`src/rtl/core/mcst_pkg.sv`:
```
package mcst_pkg;

    localparam int CHANNELS     = 16;
    localparam int NOTES        = 128;
    localparam int TABLE_DEPTH  = CHANNELS * NOTES;
    localparam int TABLE_ADDR_W = $clog2(TABLE_DEPTH);
    localparam int CH_W         = $clog2(CHANNELS);
    localparam int DATA_W       = 7;
    localparam int VALUE_W      = 2 * DATA_W;
    localparam int QUEUE_DEPTH  = 2;

    // Command codes.
    localparam logic [1:0] CMD_MESSAGE = 2'd0;
    localparam logic [1:0] CMD_WATCH   = 2'd1;
    localparam logic [1:0] CMD_READ    = 2'd2;

    // Message type nibbles.
    localparam logic [3:0] MT_NOTE_OFF = 4'h8;
    localparam logic [3:0] MT_NOTE_ON  = 4'h9;
    localparam logic [3:0] MT_CONTROL  = 4'hB;
    localparam logic [3:0] MT_PROGRAM  = 4'hC;
    localparam logic [3:0] MT_BEND     = 4'hE;

    // Address kinds.
    localparam logic [3:0] KIND_NOTE_ON   = 4'd0;
    localparam logic [3:0] KIND_NOTE_OFF  = 4'd1;
    localparam logic [3:0] KIND_CONTROL   = 4'd2;
    localparam logic [3:0] KIND_PROGRAM   = 4'd3;
    localparam logic [3:0] KIND_BEND      = 4'd4;
    localparam logic [3:0] KIND_TRIGGER   = 4'd5;
    localparam logic [3:0] KIND_LAST_ON   = 4'd6;
    localparam logic [3:0] KIND_LAST_OFF  = 4'd7;
    localparam logic [3:0] KIND_LAST_CTRL = 4'd8;

    typedef enum logic [2:0] {
        OP_NOTE_ON  = 3'd0,
        OP_NOTE_OFF = 3'd1,
        OP_CONTROL  = 3'd2,
        OP_PROGRAM  = 3'd3,
        OP_BEND     = 3'd4,
        OP_WATCH    = 3'd5,
        OP_READ     = 3'd6
    } t_op_code;

    // One classified operation as it travels from the front to the back.
    typedef struct packed {
        t_op_code          op;
        logic [CH_W-1:0]   ch;      // channel index 0..15
        logic [4:0]        chan;    // channel as reported in a result
        logic [3:0]        kind;    // result kind or watch/read kind
        logic [DATA_W-1:0] num;     // note, controller or program number
        logic [DATA_W-1:0] val;     // second data byte
        logic              flag;    // watch bit value, or read is supported
    } t_op_item;

endpackage

```
`src/rtl/core/mcst_front.sv`:
```
module mcst_front (
    input  logic                i_clk,
    input  logic                i_rst_n,
    input  logic                i_clearing,
    input  logic                i_in_valid,
    output logic                o_in_ready,
    input  logic [1:0]          i_command,
    input  logic [7:0]          i_status_byte,
    input  logic [6:0]          i_data_one,
    input  logic [6:0]          i_data_two,
    input  logic [3:0]          i_kind,
    input  logic [4:0]          i_channel,
    input  logic [6:0]          i_number,
    input  logic                i_watch_enable,
    output logic                o_op_valid,
    output mcst_pkg::t_op_item  o_op,
    input  logic                i_pop
);

    localparam int PTR_W = (mcst_pkg::QUEUE_DEPTH > 1) ? $clog2(mcst_pkg::QUEUE_DEPTH) : 1;
    localparam int CNT_W = $clog2(mcst_pkg::QUEUE_DEPTH + 1);

    mcst_pkg::t_op_item r_queue [mcst_pkg::QUEUE_DEPTH];
    logic [PTR_W-1:0]   r_wp;
    logic [PTR_W-1:0]   r_rp;
    logic [CNT_W-1:0]   r_cnt;

    mcst_pkg::t_op_item item;
    logic               keep;
    logic               push;
    logic [4:0]         chan_m1;
    logic               chan_ok;
    logic [3:0]         msg_type;

    assign chan_m1  = i_channel - 5'd1;
    assign chan_ok  = (i_channel != 5'd0) && (i_channel <= 5'(mcst_pkg::CHANNELS));
    assign msg_type = i_status_byte[7:4];

    // Classify the incoming item; items that change nothing are dropped here.
    always_comb begin
        keep      = 1'b0;
        item.op   = mcst_pkg::OP_READ;
        item.ch   = chan_m1[mcst_pkg::CH_W-1:0];
        item.chan = i_channel;
        item.kind = i_kind;
        item.num  = i_number;
        item.val  = i_data_two;
        item.flag = i_watch_enable;
        case (i_command)
            mcst_pkg::CMD_MESSAGE: begin
                item.ch   = i_status_byte[3:0];
                item.chan = {1'b0, i_status_byte[3:0]} + 5'd1;
                item.num  = i_data_one;
                keep      = 1'b1;
                case (msg_type)
                    mcst_pkg::MT_NOTE_ON: begin
                        item.op   = mcst_pkg::OP_NOTE_ON;
                        item.kind = mcst_pkg::KIND_NOTE_ON;
                    end
                    mcst_pkg::MT_NOTE_OFF: begin
                        item.op   = mcst_pkg::OP_NOTE_OFF;
                        item.kind = mcst_pkg::KIND_NOTE_OFF;
                    end
                    mcst_pkg::MT_CONTROL: begin
                        item.op   = mcst_pkg::OP_CONTROL;
                        item.kind = mcst_pkg::KIND_CONTROL;
                    end
                    mcst_pkg::MT_PROGRAM: begin
                        item.op   = mcst_pkg::OP_PROGRAM;
                        item.kind = mcst_pkg::KIND_TRIGGER;
                    end
                    mcst_pkg::MT_BEND: begin
                        item.op   = mcst_pkg::OP_BEND;
                        item.kind = mcst_pkg::KIND_BEND;
                    end
                    default: keep = 1'b0;
                endcase
            end
            mcst_pkg::CMD_WATCH: begin
                item.op = mcst_pkg::OP_WATCH;
                keep    = chan_ok && (i_kind == mcst_pkg::KIND_NOTE_ON ||
                                      i_kind == mcst_pkg::KIND_NOTE_OFF ||
                                      i_kind == mcst_pkg::KIND_CONTROL ||
                                      i_kind == mcst_pkg::KIND_BEND ||
                                      i_kind == mcst_pkg::KIND_TRIGGER);
            end
            mcst_pkg::CMD_READ: begin
                item.op   = mcst_pkg::OP_READ;
                keep      = 1'b1;
                item.flag = chan_ok && (i_kind <= mcst_pkg::KIND_LAST_CTRL) &&
                            (i_kind != mcst_pkg::KIND_TRIGGER);
            end
            default: keep = 1'b0;
        endcase
    end

    assign o_in_ready = (r_cnt != CNT_W'(mcst_pkg::QUEUE_DEPTH)) && !i_clearing;
    assign push       = i_in_valid && o_in_ready && keep;
    assign o_op_valid = (r_cnt != '0);
    assign o_op       = r_queue[r_rp];

    always_ff @(posedge i_clk) begin
        if (push) begin
            r_queue[r_wp] <= item;
        end
    end

    always_ff @(posedge i_clk) begin
        if (!i_rst_n) begin
            r_wp  <= '0;
            r_rp  <= '0;
            r_cnt <= '0;
        end else begin
            if (push) begin
                r_wp <= (r_wp == PTR_W'(mcst_pkg::QUEUE_DEPTH - 1)) ? '0 : r_wp + 1'b1;
            end
            if (i_pop) begin
                r_rp <= (r_rp == PTR_W'(mcst_pkg::QUEUE_DEPTH - 1)) ? '0 : r_rp + 1'b1;
            end
            case ({push, i_pop})
                2'b10:   r_cnt <= r_cnt + 1'b1;
                2'b01:   r_cnt <= r_cnt - 1'b1;
                default: r_cnt <= r_cnt;
            endcase
        end
    end

    a_cnt_bound: assert property (@(posedge i_clk) disable iff (!i_rst_n)
        r_cnt <= CNT_W'(mcst_pkg::QUEUE_DEPTH))
        else $error("queue count above depth");

    a_pop_nonempty: assert property (@(posedge i_clk) disable iff (!i_rst_n)
        i_pop |-> (r_cnt != '0))
        else $error("pop from empty queue");

    a_no_accept_clear: assert property (@(posedge i_clk) disable iff (!i_rst_n)
        i_clearing |-> !o_in_ready)
        else $error("item accepted during table clear");

endmodule

```
`config.mk`:
```
export PLATFORM = sky130hd
export DESIGN_NAME = mcst_front
export DESIGN_NICKNAME = d
export VERILOG_FILES = /design/src/rtl/core/mcst_pkg.sv /design/src/rtl/core/mcst_front.sv
export SDC_FILE = /design/constraint.sdc
export NUM_CORES = 1
export LEC_CHECK = 0
export BUFFER_PORTS_ARGS = -buffer_cell sky130_fd_sc_hd__buf_2
export CAP_MARGIN = 20
export CORE_ASPECT_RATIO = 0.5
export CORE_MARGIN = 4
export CORE_UTILIZATION = 30
export CTS_BUF_LIST = sky130_fd_sc_hd__clkbuf_4 sky130_fd_sc_hd__clkbuf_8
export DETAILED_ROUTE_END_ITERATION = 8
export PLACE_DENSITY_LB_ADDON = 0.2
export SLEW_MARGIN = 15
export SYNTH_ARGS = -nofsm -noshare
export SYNTH_HDL_FRONTEND = slang
export SYNTH_SLANG_ARGS = --single-unit
```
`constraint.sdc`:
```
create_clock -name i_clk -period 4.39 [get_ports i_clk]
set_clock_uncertainty 0.2 [all_clocks]
set_input_delay 1.0975 -clock i_clk [delete_from_list [all_inputs] [get_ports i_clk]]
set_output_delay 1.0975 -clock i_clk [all_outputs]
set_load 0.02 [all_outputs]
```
* After elaboration in Yosys (flattened, before gate mapping)
Memories as Yosys holds them, arrays and structs flattened. A register that Yosys moved wholly into a read port is not among the register bits. Index checks and enable logic that the tools add are counted.
Operators by class: add/sub/neg operators 6, multiplexer cells 14, $lt $le $gt $ge 2, reduce and logical (&&, ||, !) cells 18, eq/ne operators 15
Operators by type and width (number):
- $eq A4 B4 Y1 const B | 5
- $mux W20 | 1
- $pmux W4 S5 | 1
- $pmux W3 S5 | 1
- $eq A4 B3 Y1 const B | 2
- $mux W1 | 8
- $logic_and A1 B1 Y1 | 7
- $pmux W3 S2 | 1
- $add A4 B1 Y5 const B | 1
- $le A5 B5 Y1 const B | 1
- $reduce_bool A5 Y1 | 1
- $reduce_or A5 Y1 | 1
- $eq A2 B1 Y1 const B | 2
- $eq A2 B2 Y1 const B | 2
- $eq A4 B1 Y1 const B | 1
- $eq A4 B2 Y1 const B | 1
- $le A4 B4 Y1 const B | 1
- $logic_not A4 Y1 | 1
- $logic_or A1 B1 Y1 | 4
- $ne A4 B3 Y1 const B | 1
- $pmux W2 S2 | 1
- $reduce_bool A2 Y1 | 2
- $sub A4 B1 Y4 const B | 1
- $pmux W1 S3 | 1
- 6 further kinds | 7
Storage, ports and cells: RAM bits 62, input bits 46, output and inout port bits 33, memories kept 1, logic and storage cells 59, register bits 4
Memories:
- r_queue | depth 2, bits a word 31, read ports 1, clocked after memory_dff 1, wr ports 1, RTL line mcst_front.sv:23 | mcst_pkg::t_op_item r_queue [mcst_pkg::QUEUE_DEPTH];

* Longest topological paths before layout
Gate-level depths: netlist of run 1.
word-level depth 10, mapped depth 10, mapped depth without buffers 10

* Worst setup path after synthesis of run 1
Ideal clock, no wire load.
path kind in2reg, start point in i_channel[1], end point mem r_queue[0][0] (netlist bit) (enable), setup slack 0.461 ns, path buffers 0, arrival 3.310 ns, cell stages on the path 7, required time 3.771 ns, library setup time 0.419 ns, path through inv_1 ha_1 nand2b_4 o21a_1 o31ai_2 nand4_2 nor2_1
Between the ends: word-level cells in the longest chain between the ends 7, elaborated cells on any way between the ends 8, those cells by class order compare: 1; mux: 3; reduce/logical: 4
RTL lines:
- from (decl) | RTL line mcst_front.sv:12 | input logic [4:0] i_channel,
- $le A5 B5 Y1 or $reduce_bool A5 Y1 (tied branches) | RTL line mcst_front.sv:36 | assign chan_ok = (i_channel != 5'd0) && (i_channel <= 5'(mcst_pkg::CHANNELS));
- $logic_and A1 B1 Y1 * | RTL line mcst_front.sv:36
- $logic_and A1 B1 Y1 * | RTL line mcst_front.sv:81 | keep = chan_ok && (i_kind == mcst_pkg::KIND_NOTE_ON ||
- $pmux W1 S3 * | RTL line mcst_front.sv:49 | case (i_command)
- $logic_and A1 B1 Y1 * | RTL line mcst_front.sv:98 | assign push = i_in_valid && o_in_ready && keep;
- $mux W1 * | RTL line mcst_front.sv:103 | if (push) begin
- $mux W1 (implied by the code) * | RTL line mcst_front.sv:104 | r_queue[r_wp] <= item;
- to (decl) | RTL line mcst_front.sv:23
Every way passes the cells marked *; elsewhere a longest branch is shown, timed or not.

* Final worst setup path of run 1
start point in i_channel[0], end point reg r_cnt[1]
Between the ends: word-level cells in the longest chain between the ends 7, elaborated cells on any way between the ends 10, those cells by class order compare: 1; eq/ne: 2; mux: 2; reduce/logical: 5
RTL lines:
- $le A5 B5 Y1 or $reduce_bool A5 Y1 (tied branches) | RTL line mcst_front.sv:36
- $logic_and A1 B1 Y1 * | RTL line mcst_front.sv:36
- $logic_and A1 B1 Y1 * | RTL line mcst_front.sv:81
- $pmux W1 S3 * | RTL line mcst_front.sv:49
- $logic_and A1 B1 Y1 * | RTL line mcst_front.sv:98
- $eq A2 B1 Y1 or $eq A2 B2 Y1 (tied branches) | RTL line mcst_front.sv:120 | case ({push, i_pop})
- $pmux W2 S2 or $reduce_bool A2 Y1 (tied branches)
- to (signal assigned) | RTL line mcst_front.sv:121 | 2'b10: r_cnt <= r_cnt + 1'b1;
- to (signal assigned) | RTL line mcst_front.sv:122 | 2'b01: r_cnt <= r_cnt - 1'b1;
- to (signal assigned) | RTL line mcst_front.sv:123 | default: r_cnt <= r_cnt;
- to (decl) | RTL line mcst_front.sv:26 | logic [CNT_W-1:0] r_cnt;
Marked as above. A chain may end at the register's enable or synchronous reset.

==> results of run 1 <==
## synth_stat cells
master	instances
a21o_1	1
o31ai_2	1
o21ai_0	13
a21oi_1	8
xor2_1	2
a31oi_1	3
mux2i_1	1
nor2_1	14
clkbuf_1	4
nor3_1	2
or2_2	3
or2b_1	1
nand3_1	3
or3_1	1
nand2b_1	2
ha_1	3
mux2_2	31
xnor2_1	4
buf_2	3
nand4_1	1
nand2b_4	1
edfxtp_1	62
nor4_1	1
o21a_1	2
inv_1	9
a32oi_1	1
nand2_1	36
nand4_2	1
dfxtp_1	5
## how the worst min path moves through the flow
stage,start,end,slack [ns],cells past startpoint
after detailed placement,r_cnt[1]$_SDFFE_PN0P_,r_cnt[1]$_SDFFE_PN0P_,0.29,2
after global placement,r_cnt[1]$_SDFFE_PN0P_,r_cnt[1]$_SDFFE_PN0P_,0.28,2
after floorplan,r_wp$_SDFFE_PN0P_,r_wp$_SDFFE_PN0P_,0.25,2
after global routing,r_cnt[1]$_SDFFE_PN0P_,r_cnt[1]$_SDFFE_PN0P_,0.36,2
after CTS,r_cnt[1]$_SDFFE_PN0P_,r_cnt[1]$_SDFFE_PN0P_,0.30,2
final,r_cnt[1]$_SDFFE_PN0P_,r_cnt[1]$_SDFFE_PN0P_,0.30,2
## stage by stage
step	cell area [sq um]	worst slack (ns)	std cells	hold WS (ns)
finish	3670	1.34	445	0.302
global route	3670	1.20	445	0.357
CTS	3670	1.34	444	0.303
detailed placement	3510	0.993	429	0.292
global placement	3510	1.05	429	0.282
floorplan	2940	0.461	219	0.251
## cell families (layout without fill, tap and decap cells)
family,Yosys count,count (layout)
compound gates,29,29
mux,32,32
flops,67,67
buf+inv,16,106
simple gates,66,66
xor+xnor,6,6
other cells,0,1
fa+ha+maj,3,3
## layout by cell type, fill, tap and decap left out
| cell | n |
|---|---|
| nand4_2 | 1 |
| a31oi_1 | 3 |
| clkinv_2 | 2 |
| nor2_1 | 12 |
| nor2_4 | 2 |
| nand2b_4 | 1 |
| nand2_1 | 36 |
| xnor2_1 | 4 |
| mux2_2 | 31 |
| clkinv_1 | 2 |
| ha_1 | 3 |
| o31ai_2 | 1 |
| xor2_1 | 2 |
| nor4_1 | 1 |
| or3_1 | 1 |
| mux2i_1 | 1 |
| buf_2 | 78 |
| nor3_1 | 2 |
| o21a_1 | 2 |
| nand3_1 | 3 |
| clkinvlp_4 | 1 |
| nand2b_1 | 2 |
| a32oi_1 | 1 |
| edfxtp_1 | 62 |
| inv_1 | 9 |
| a21o_1 | 1 |
| o21ai_0 | 13 |
| or2b_1 | 1 |
| buf_4 | 4 |
| a21oi_1 | 8 |
| dfxtp_1 | 5 |
| or2_2 | 3 |
| diode_2 | 1 |
| clkbuf_8 | 9 |
| clkinv_4 | 1 |
| nand4_1 | 1 |
## routing by layer
layer	GRT usage (%)	part of all wire [%]	wire, microns	vias up
met2	19.8	52	3260	40
met4	3.04	0.93	59	2
met3	5.89	5.3	335	6
li1	-	-	-	962
met5	0	0.21	13	-
met1	12.8	42	2660	955
## sequential cells by signal, summed over array words and instances, names as in the netlist, named ones only
name,count
r_rp,1
r_cnt,2
r_wp,1
r_queue,62
## area by class of cell
type / instances / area (sq um) / share of cell area [%]
sequential: 67 / 1960 / 53.4
multi-input combinational: 136 / 928 / 25.3
timing repair buffer: 82 / 420 / 11.4
tap: 135 / 169 / 4.60
clock buffer: 9 / 124 / 3.37
clock inverter: 6 / 33.8 / 0.920
inverter: 9 / 33.8 / 0.920
antenna: 1 / 2.50 / 0.0681
## worst reg2reg max path, stage by stage, from the launching register on
cell	delay, ns
dfxtp_1	0.40
inv_1	0.06
a21oi_1	0.20
nand4_2	0.26
ha_1	0.39
or3_1	0.38
a21oi_1	0.13
## where the power goes
group          switching, mW  internal, mW
Clock                  0.220         0.196
Combinational          0.119        0.0832
Sequential           0.00684         0.722
==> impl_metrics.yaml, run 1 <==
route:
  via_per_inst: 4.42
  drc: 0
  vias: 1965
  wl_microns: 6330
  wl_per_cell_microns: 14.2
  drt_iter0_markers: 115
  drtAntennaViolNets: 0
  dr.pass1.iters: 3
final_layout:
  nNetsFinal: 354
  layout-drive-gt1-share_pct: 43.4
  nFillCells: 926
  synthToLayoutAreaGrowth_pct: 25.0
  post-route-util_pct: 38.8
synthesis:
  yosys.area.top_type: "edfxtp_1"
  synth-compound-area-share_pct: 5.70
  ys_types: 29
  synthTopCellsByArea: "edfxtp_1 (63%), mux2_2 (12%), nand2_1 (4.6%)"
  syn_nets: 268
  synth_cells: 219
  ys_ff_latch: 67
  ys_warn_count: 0
  syn_area_sq_um: 2940
  synth.mux.area_fraction_pct: 12.2
  synthXorXnorAreaFrac_pct: 1.79
  synth_area_per_cell_sq_um: 13.4
  synthSimpleGateAreaFrac_pct: 10.1
  yosysSeqAreaShare_pct: 66.8
  synth_adder_area_share_pct: 1.28
  synth_top_area_share_pct: 63.3
  synth_top_family_by_area: "multiplexers"
global_routing:
  grt_max_degree: 32
  antenna_found_initial: 2
  grt_use_total_pct: 11.6
  grt_pass1_wl_microns: 10000
  grt_pass1_vias: 2067
  grt_overflow: 0
clock_tree:
  postCtsResizedCells: 0
  cts_tree: "done"
  clk_pin_slew_worst_paths_ns: 0.06
  clockRootBuffer: "clkbuf_8"
  ctsHtreeMaxLevel: 3
  clock-sinks: 67
  cts_inserted_buffers: 9
  clk_path_buf_depth: 2
  insertion_delay_ns: 0.33
  hold_buffers: 0
  postCtsSetupBuffers: 0
critical_path:
  r2r_slack_ns: 2.31
  crit_buf_inv: 2
  r2r_end: "r_cnt[1]$_SDFFE_PN0P_"
  crit_path_end: "r_cnt[1]$_SDFFE_PN0P_"
  cp_slowest_stage_delay_ns: 0.39
  crit_path_start_kind: "input port"
  crit_required_ns: 4.46
  crit_fanout: 4
  critPathLaunch: "i_channel[0]"
  path_class: "input port to flop"
  reg2reg_depth: 6
  arrival_ns: 3.12
  cp.depth: 10
  crit_family: "simple AND/OR/NAND/NOR gates"
  cp-end-kind: "flop"
  timing.rr.start: "r_cnt[0]$_SDFFE_PN0P_"
  cp_common_cell: "ha_1"
  crit_slowest_cell: "ha_1"
  path_cells: "buf_2, inv_1, ha_1, nand2b_4, o21a_1, o31ai_2, nand4_2, ha_1, or3_1, a21oi_1"
placed_design:
  gp_congestion: 0.810
  port_buffers: 78
  dpl.hpwl_microns: 4430
hold_path:
  min_path_type: "flop to flop"
power_and_ir_drop:
  ir_worst_vdd_uv: 141
  p_per_area_nw_per_um2: 367
  leakage_nw: 1.43
  power_mw: 1.35
sta:
  setup_viol: 0
  finalCritPeriodShare_pct: 69.5
  slew_headroom_pct: 70.4
  finalCriticalPeriod_ns: 3.05
  fin_tns_setup_ns: 0
  max_freq_mhz: 328
  hold_violations: 0
  report.final.slew_viol_count: 0
  rsz0062_at_grt: "no"
  worst_slew_pin_slew_ns: 0.444
floorplanning:
  coreArea_sq_um: 9480
  die-width_microns: 148
  die_area_sq_um: 11500
  start_util_pct: 31.0
  die_h_microns: 78.0
  row_count: 25
  io_pins: 79
flow_run:
  maxCapViolCount: 0
status:
  status: "completed"
(Power assumes the default switching activity.)
==> run 2: changes to the inputs <==
--- a/config.mk
+++ b/config.mk
@@ -5,6 +5,7 @@
 export SDC_FILE = /design/constraint.sdc
 export NUM_CORES = 1
 export LEC_CHECK = 0
+export ABC_AREA = 1
 export BUFFER_PORTS_ARGS = -buffer_cell sky130_fd_sc_hd__buf_2
 export CAP_MARGIN = 20
 export CORE_ASPECT_RATIO = 0.5
==> constraint.sdc (replaced) <==
create_clock -name i_clk -period 2.69 [get_ports i_clk]
set_clock_uncertainty 0.2 [all_clocks]
set_input_delay 0.6725 -clock i_clk [delete_from_list [all_inputs] [get_ports i_clk]]
set_output_delay 0.6725 -clock i_clk [all_outputs]
set_load 0.02 [all_outputs]
==> run 2 against run 1 <==
Sequential share of layout area fell by 0.68 points. Largest cell class unchanged. Routed wire length rose by 1.1%. Register-to-register slack got worse by 1.7 ns. Global-route usage fell by 0.28 points. Non-clock buffer count did not move.
==> impl_metrics.yaml, run 2 <==
status:
  status: "completed"
global_routing:
  grt_overflow: 0
  grt_use_total_pct: 11.3
  grt_max_degree: 32
  grt_pass1_vias: 2138
  antenna_found_initial: 1
  grt_pass1_wl_microns: 9860
power_and_ir_drop:
  p_per_area_nw_per_um2: 616
  leakage_nw: 1.49
  ir_worst_vdd_uv: 248
sta:
  rsz0062_at_grt: "no"
  worst_slew_pin_slew_ns: 0.290
  fin_tns_setup_ns: 0
  report.final.slew_viol_count: 0
  setup_viol: 0
  hold_violations: 0
  max_freq_mhz: 426
  finalCriticalPeriod_ns: 2.35
  finalCritPeriodShare_pct: 87.3
  fin_hold_ws_ns: 0.315
  slew_headroom_pct: 80.5
critical_path:
  path_class: "flop to output port"
  timing.rr.start: "r_cnt[0]$_SDFFE_PN0P_"
  crit_required_ns: 1.82
  path_cells: "buf_12, mux2_2, buf_2"
  r2r_slack_ns: 0.66
  r2r_end: "r_cnt[1]$_SDFFE_PN0P_"
  crit_fanout: 31
  crit_path_start_kind: "flop"
  reg2reg_depth: 10
  crit_path_end: "o_op[29]"
  cp_slowest_stage_delay_ns: 0.38
  crit_slowest_cell: "mux2_2"
  arrival_ns: 1.48
  cp-end-kind: "output port"
placed_design:
  gp_congestion: 0.858
  port_buffers: 78
  dpl.hpwl_microns: 4530
final_layout:
  n_antenna_cell: 0
  layout-drive-gt1-share_pct: 42.4
  largest-register: "r_queue"
  synthToLayoutAreaGrowth_pct: 26.5
  layout_commonest_cell: "buf_2"
  nNetsFinal: 366
  post-route-util_pct: 39.1
  largest_register_ffs: 62
  reg_top3: "r_queue x62, r_cnt x2"
  final_cell_mix: "buf_2 (78), edfxtp_1 (62), nand2_1 (47), mux2_2 (31), inv_1 (18)"
clock_tree:
  clock-sinks: 67
  cts_inserted_buffers: 9
  clk_pin_slew_worst_paths_ns: 0.06
  insertion_delay_ns: 0.34
  ctsHtreeMaxLevel: 3
  clockRootBuffer: "clkbuf_8"
  postCtsResizedCells: 0
  cts_tree: "done"
  clk_path_buf_depth: 2
  hold_buffers: 0
  postCtsSetupBuffers: 0
route:
  drc: 0
  vias: 2034
  dr.pass1.iters: 4
  wl_microns: 6400
  drt_iter0_markers: 100
  drtAntennaViolNets: 0
  via_per_inst: 4.46
  wl_per_cell_microns: 14.0
synthesis:
  ys_types: 25
  synth_top_cells_by_count: "edfxtp_1 (62), nand2_1 (47), mux2_2 (31), inv_1 (18), nor2_1 (14)"
  ys_ff_latch: 67
  synthTopCellsByArea: "edfxtp_1 (63%), mux2_2 (12%), nand2_1 (6.0%)"
  synth_top_flop_cell: "edfxtp_1"
  yosys.area.top_type: "edfxtp_1"
  synth_cells: 230
  synth_area_per_cell_sq_um: 12.8
  syn_nets: 279
  synth_top_area_share_pct: 63.3
  synth_edf_count: 62
  synthArstFlopShare_pct: 0
  syn_area_sq_um: 2940
  ys_warn_count: 0
  yosysMostFrequentCell: "edfxtp_1"
  yosysSeqAreaShare_pct: 66.7
floorplanning:
  start_util_pct: 30.9
  io_pins: 79
  die_h_microns: 78.0
  coreArea_sq_um: 9510
  row_count: 25
  die-width_microns: 148
  die_area_sq_um: 11500
flow_run:
  maxCapViolCount: 0
hold_path:
  min_path_type: "flop to flop"
==> run 2: cell count changes after synthesis, sizes merged, moves of 4 or more <==
cell	delta
nand2	+11
inv	+13
nand3	+4
clkbuf	-4
==> run 2: final cells by class <==
cell class	count	area [sq um]
flip-flops and latches	67	1960
clock buffers	11	139
clock inverters	4	42.5
multi-input cells	135	868
well taps	135	169
inverters	22	82.6
repair buffers	82	458
fillers	941	5790
==> run 2: routing by layer <==
layer / track usage (%) / wire, microns / vias to the layer above
li1: - / - / 992
met1: 12.0 / 2640 / 981
met3: 4.33 / 267 / 13
met5: 0 / 7 / -
met4: 5.35 / 116 / 2
met2: 19.9 / 3370 / 46
==> run 2: how the worst min path moves through the flow <==
stage	start	end	slack [ns]	depth (start not counted)
4_1_cts	i_data_two[3]	r_queue[1][4]$_DFFE_PP_	0.30	1
3_5_place_dp	r_cnt[1]$_SDFFE_PN0P_	r_cnt[1]$_SDFFE_PN0P_	0.31	2
3_3_place_gp	r_cnt[1]$_SDFFE_PN0P_	r_cnt[1]$_SDFFE_PN0P_	0.29	2
6_report	r_rp$_SDFFE_PN0P_	r_rp$_SDFFE_PN0P_	0.31	2
5_1_grt	i_data_two[3]	r_queue[0][4]$_DFFE_PP_	0.29	1
2_1_floorplan	r_cnt[1]$_SDFFE_PN0P_	r_cnt[1]$_SDFFE_PN0P_	0.26	2
==> run 2: report_power, final <==
part	total, mW	internal, mW	switching (mW)	leakage (nW)
clock	0.776	0.436	0.341	0.0951
combinational	0.327	0.133	0.195	0.794
sequential	1.19	1.18	0.0106	0.605
==> run 2: kinds of logic (layout without fill, tap and decap cells) <==
logic type               count (synthesis)  count (layout)  synth area share [%]
AO/OA/AOI/OAI                           24              24                  4.72
XOR/XNOR                                 2               2                 0.596
adder cells (fa/ha/maj)                  3               3                  1.28
buffers and inverters                   28             119                  4.04
flip-flops                              67              67                  66.7
multiplexers                            31              31                  11.9
AND/OR/NAND/NOR                         75              75                  10.8
==> run 2: per-stage QoR <==
stage,instance area [sq um],total power [mW],worst slack (ns),cells
after floorplan,2950,1.41,0.173,230
after global placement,3540,1.53,0.150,441
after global routing,3720,2.40,0.230,456
final,3720,2.29,0.342,456
after CTS,3720,2.33,0.300,456
after detailed placement,3540,1.54,0.0132,441
==> run 2: worst max-delay path: cells and delay by family, from the launching register on <==
family                 cells  cell delay, ns
multiplexers               1            0.38
flip-flops                 1            0.36
buffers and inverters      2            0.39
==> run 3: changes to the inputs <==
--- a/config.mk
+++ b/config.mk
@@ -13,7 +13,7 @@
 export CORE_UTILIZATION = 30
 export CTS_BUF_LIST = sky130_fd_sc_hd__clkbuf_4 sky130_fd_sc_hd__clkbuf_8
 export DETAILED_ROUTE_END_ITERATION = 8
-export PLACE_DENSITY_LB_ADDON = 0.2
+export PLACE_DENSITY_LB_ADDON = 0.1
 export SLEW_MARGIN = 15
 export SYNTH_ARGS = -nofsm -noshare
 export SYNTH_HDL_FRONTEND = slang
==> run 3 against run 2 <==
Non-clock buffer count is the same. Combinational power about the same. Power up 4.8%. Global-route usage grew 0.92 points. Final cell count increased by 0.22%. Clock power is 14% higher. Fmax is 1.2% lower. Sequential share of layout area decreased by 0.47 points. Sequential power is essentially flat. Design area up 0.91%. Critical path type unchanged.
==> impl_metrics.yaml, run 3 (synthesis results as in run 2) <==
route:
  wl_per_cell_microns: 14.6
  via_per_inst: 4.48
  drc: 0
  wl_microns: 6680
  dr.pass1.iters: 4
  vias: 2047
  drtAntennaViolNets: 0
  drt_iter0_markers: 139
critical_path:
  crit_path_start_kind: "flop"
  arrival_ns: 1.50
  crit_required_ns: 1.82
  cp-end-kind: "output port"
  path_cells: "buf_12, mux2_2, buf_2"
  crit_family: "multiplexers"
  path_class: "flop to output port"
  cp_slowest_stage_delay_ns: 0.40
  crit_slowest_cell: "mux2_2"
  crit_buf_inv: 2
  crit_fanout: 31
sta:
  hold_violations: 0
  finalCriticalPeriod_ns: 2.38
  fin_tns_setup_ns: 0
  worst_slew_pin_slew_ns: 0.292
  finalCritPeriodShare_pct: 88.3
  slew_headroom_pct: 80.5
  rsz0062_at_grt: "no"
  report.final.slew_viol_count: 0
  setup_viol: 0
  max_freq_mhz: 421
global_routing:
  grt_max_degree: 32
  antenna_found_initial: 0
  grt_overflow: 0
  grt_pass1_wl_microns: 10700
  grt_pass1_vias: 2097
  grt_use_total_pct: 12.2
status:
  status: "completed"
floorplanning:
  start_util_pct: 30.9
  row_count: 25
  coreArea_sq_um: 9510
  die_h_microns: 78.0
  io_pins: 79
  die_area_sq_um: 11500
  die-width_microns: 148
final_layout:
  nNetsFinal: 366
  reg_top3: "r_queue x62, r_cnt x2"
  layout_commonest_cell: "buf_2"
  synthToLayoutAreaGrowth_pct: 27.6
  largest_register_ffs: 62
  final_cell_mix: "buf_2 (78), edfxtp_1 (62), nand2_1 (47), mux2_2 (31), inv_1 (18)"
  layout-drive-gt1-share_pct: 43.2
  instances_no_fill: 457
  largest-register: "r_queue"
  n_antenna_cell: 0
power_and_ir_drop:
  p_per_area_nw_per_um2: 639
  leakage_nw: 1.51
  ir_worst_vdd_uv: 236
clock_tree:
  insertion_delay_ns: 0.34
  postCtsSetupBuffers: 0
  clk_path_buf_depth: 2
  postCtsResizedCells: 0
  cts_tree: "done"
  clockRootBuffer: "clkbuf_8"
  hold_buffers: 0
  clock-sinks: 67
  clk_pin_slew_worst_paths_ns: 0.07
  cts_inserted_buffers: 9
  ctsHtreeMaxLevel: 3
placed_design:
  port_buffers: 78
  dpl.hpwl_microns: 4540
  dpl.cell_count: 441
  gp_congestion: 0.803
hold_path:
  min_path_type: "flop to flop"
flow_run:
  maxCapViolCount: 0
run 3: changes by cell type in the layout (fill, tap and decap cells not counted), sizes merged:
cell	delta
clkbuf	+3
clkinv	-2
run 3: power breakdown:
group          leakage, nW  internal [mW]  switching (mW)
combinational        0.794          0.133           0.198
clock                0.114          0.524           0.360
sequential           0.605           1.18          0.0102
run 3: worst paths after layout:
check | startpoint | to | slack [ns] | cells after the start
setup / recovery | flop | o_op[29] | 0.31 | 3
hold / removal | r_cnt[1]$_SDFFE_PN0P_ | r_cnt[1]$_SDFFE_PN0P_ | 0.30 | 2
setup reg to reg | r_cnt[0]$_SDFFE_PN0P_ | r_cnt[1]$_SDFFE_PN0P_ | 0.73 | 10
hold reg to reg | r_cnt[1]$_SDFFE_PN0P_ | r_cnt[1]$_SDFFE_PN0P_ | 0.30 | 2
run 3: final cells by class:
type,count,area [sq um]
Fill cell,949,5750
Timing Repair Buffer,82,458
Clock buffer,14,180
Inverter,22,82.6
Clock inverter,2,35.0
Sequential cell,67,1960
Tap cell,135,169
Multi-Input combinational cell,135,868
run 3: worst min-delay path, cell delays in order, from the launching register on:
cell     delay, ns
dfxtp_1       0.30
inv_1         0.09
a21oi_1       0.07
run 3: metrics by stage:
stage | hold slack (ns) | cell area [sq um] | utilization, % | power, mW | setup WS, ns
floorplan | 0.264 | 2950 | - | 1.41 | 0.173
global placement | 0.282 | 3540 | 37.2 | 1.54 | 0.144
finish | 0.296 | 3750 | 39.5 | 2.40 | 0.314
detailed placement | 0.288 | 3540 | 37.2 | 1.54 | 0.0773
global route | 0.286 | 3750 | 39.5 | 2.52 | 0.234
CTS | 0.291 | 3750 | 39.5 | 2.44 | 0.281
run 3: layer usage:
layer | wire length [microns] | global-route usage [%] | part of all wire (%)
met5 | 0 | 0 | 0
met4 | 80 | 3.41 | 1.2
met1 | 3250 | 16.2 | 49
met3 | 418 | 5.77 | 6.3
met2 | 2940 | 18.0 | 44
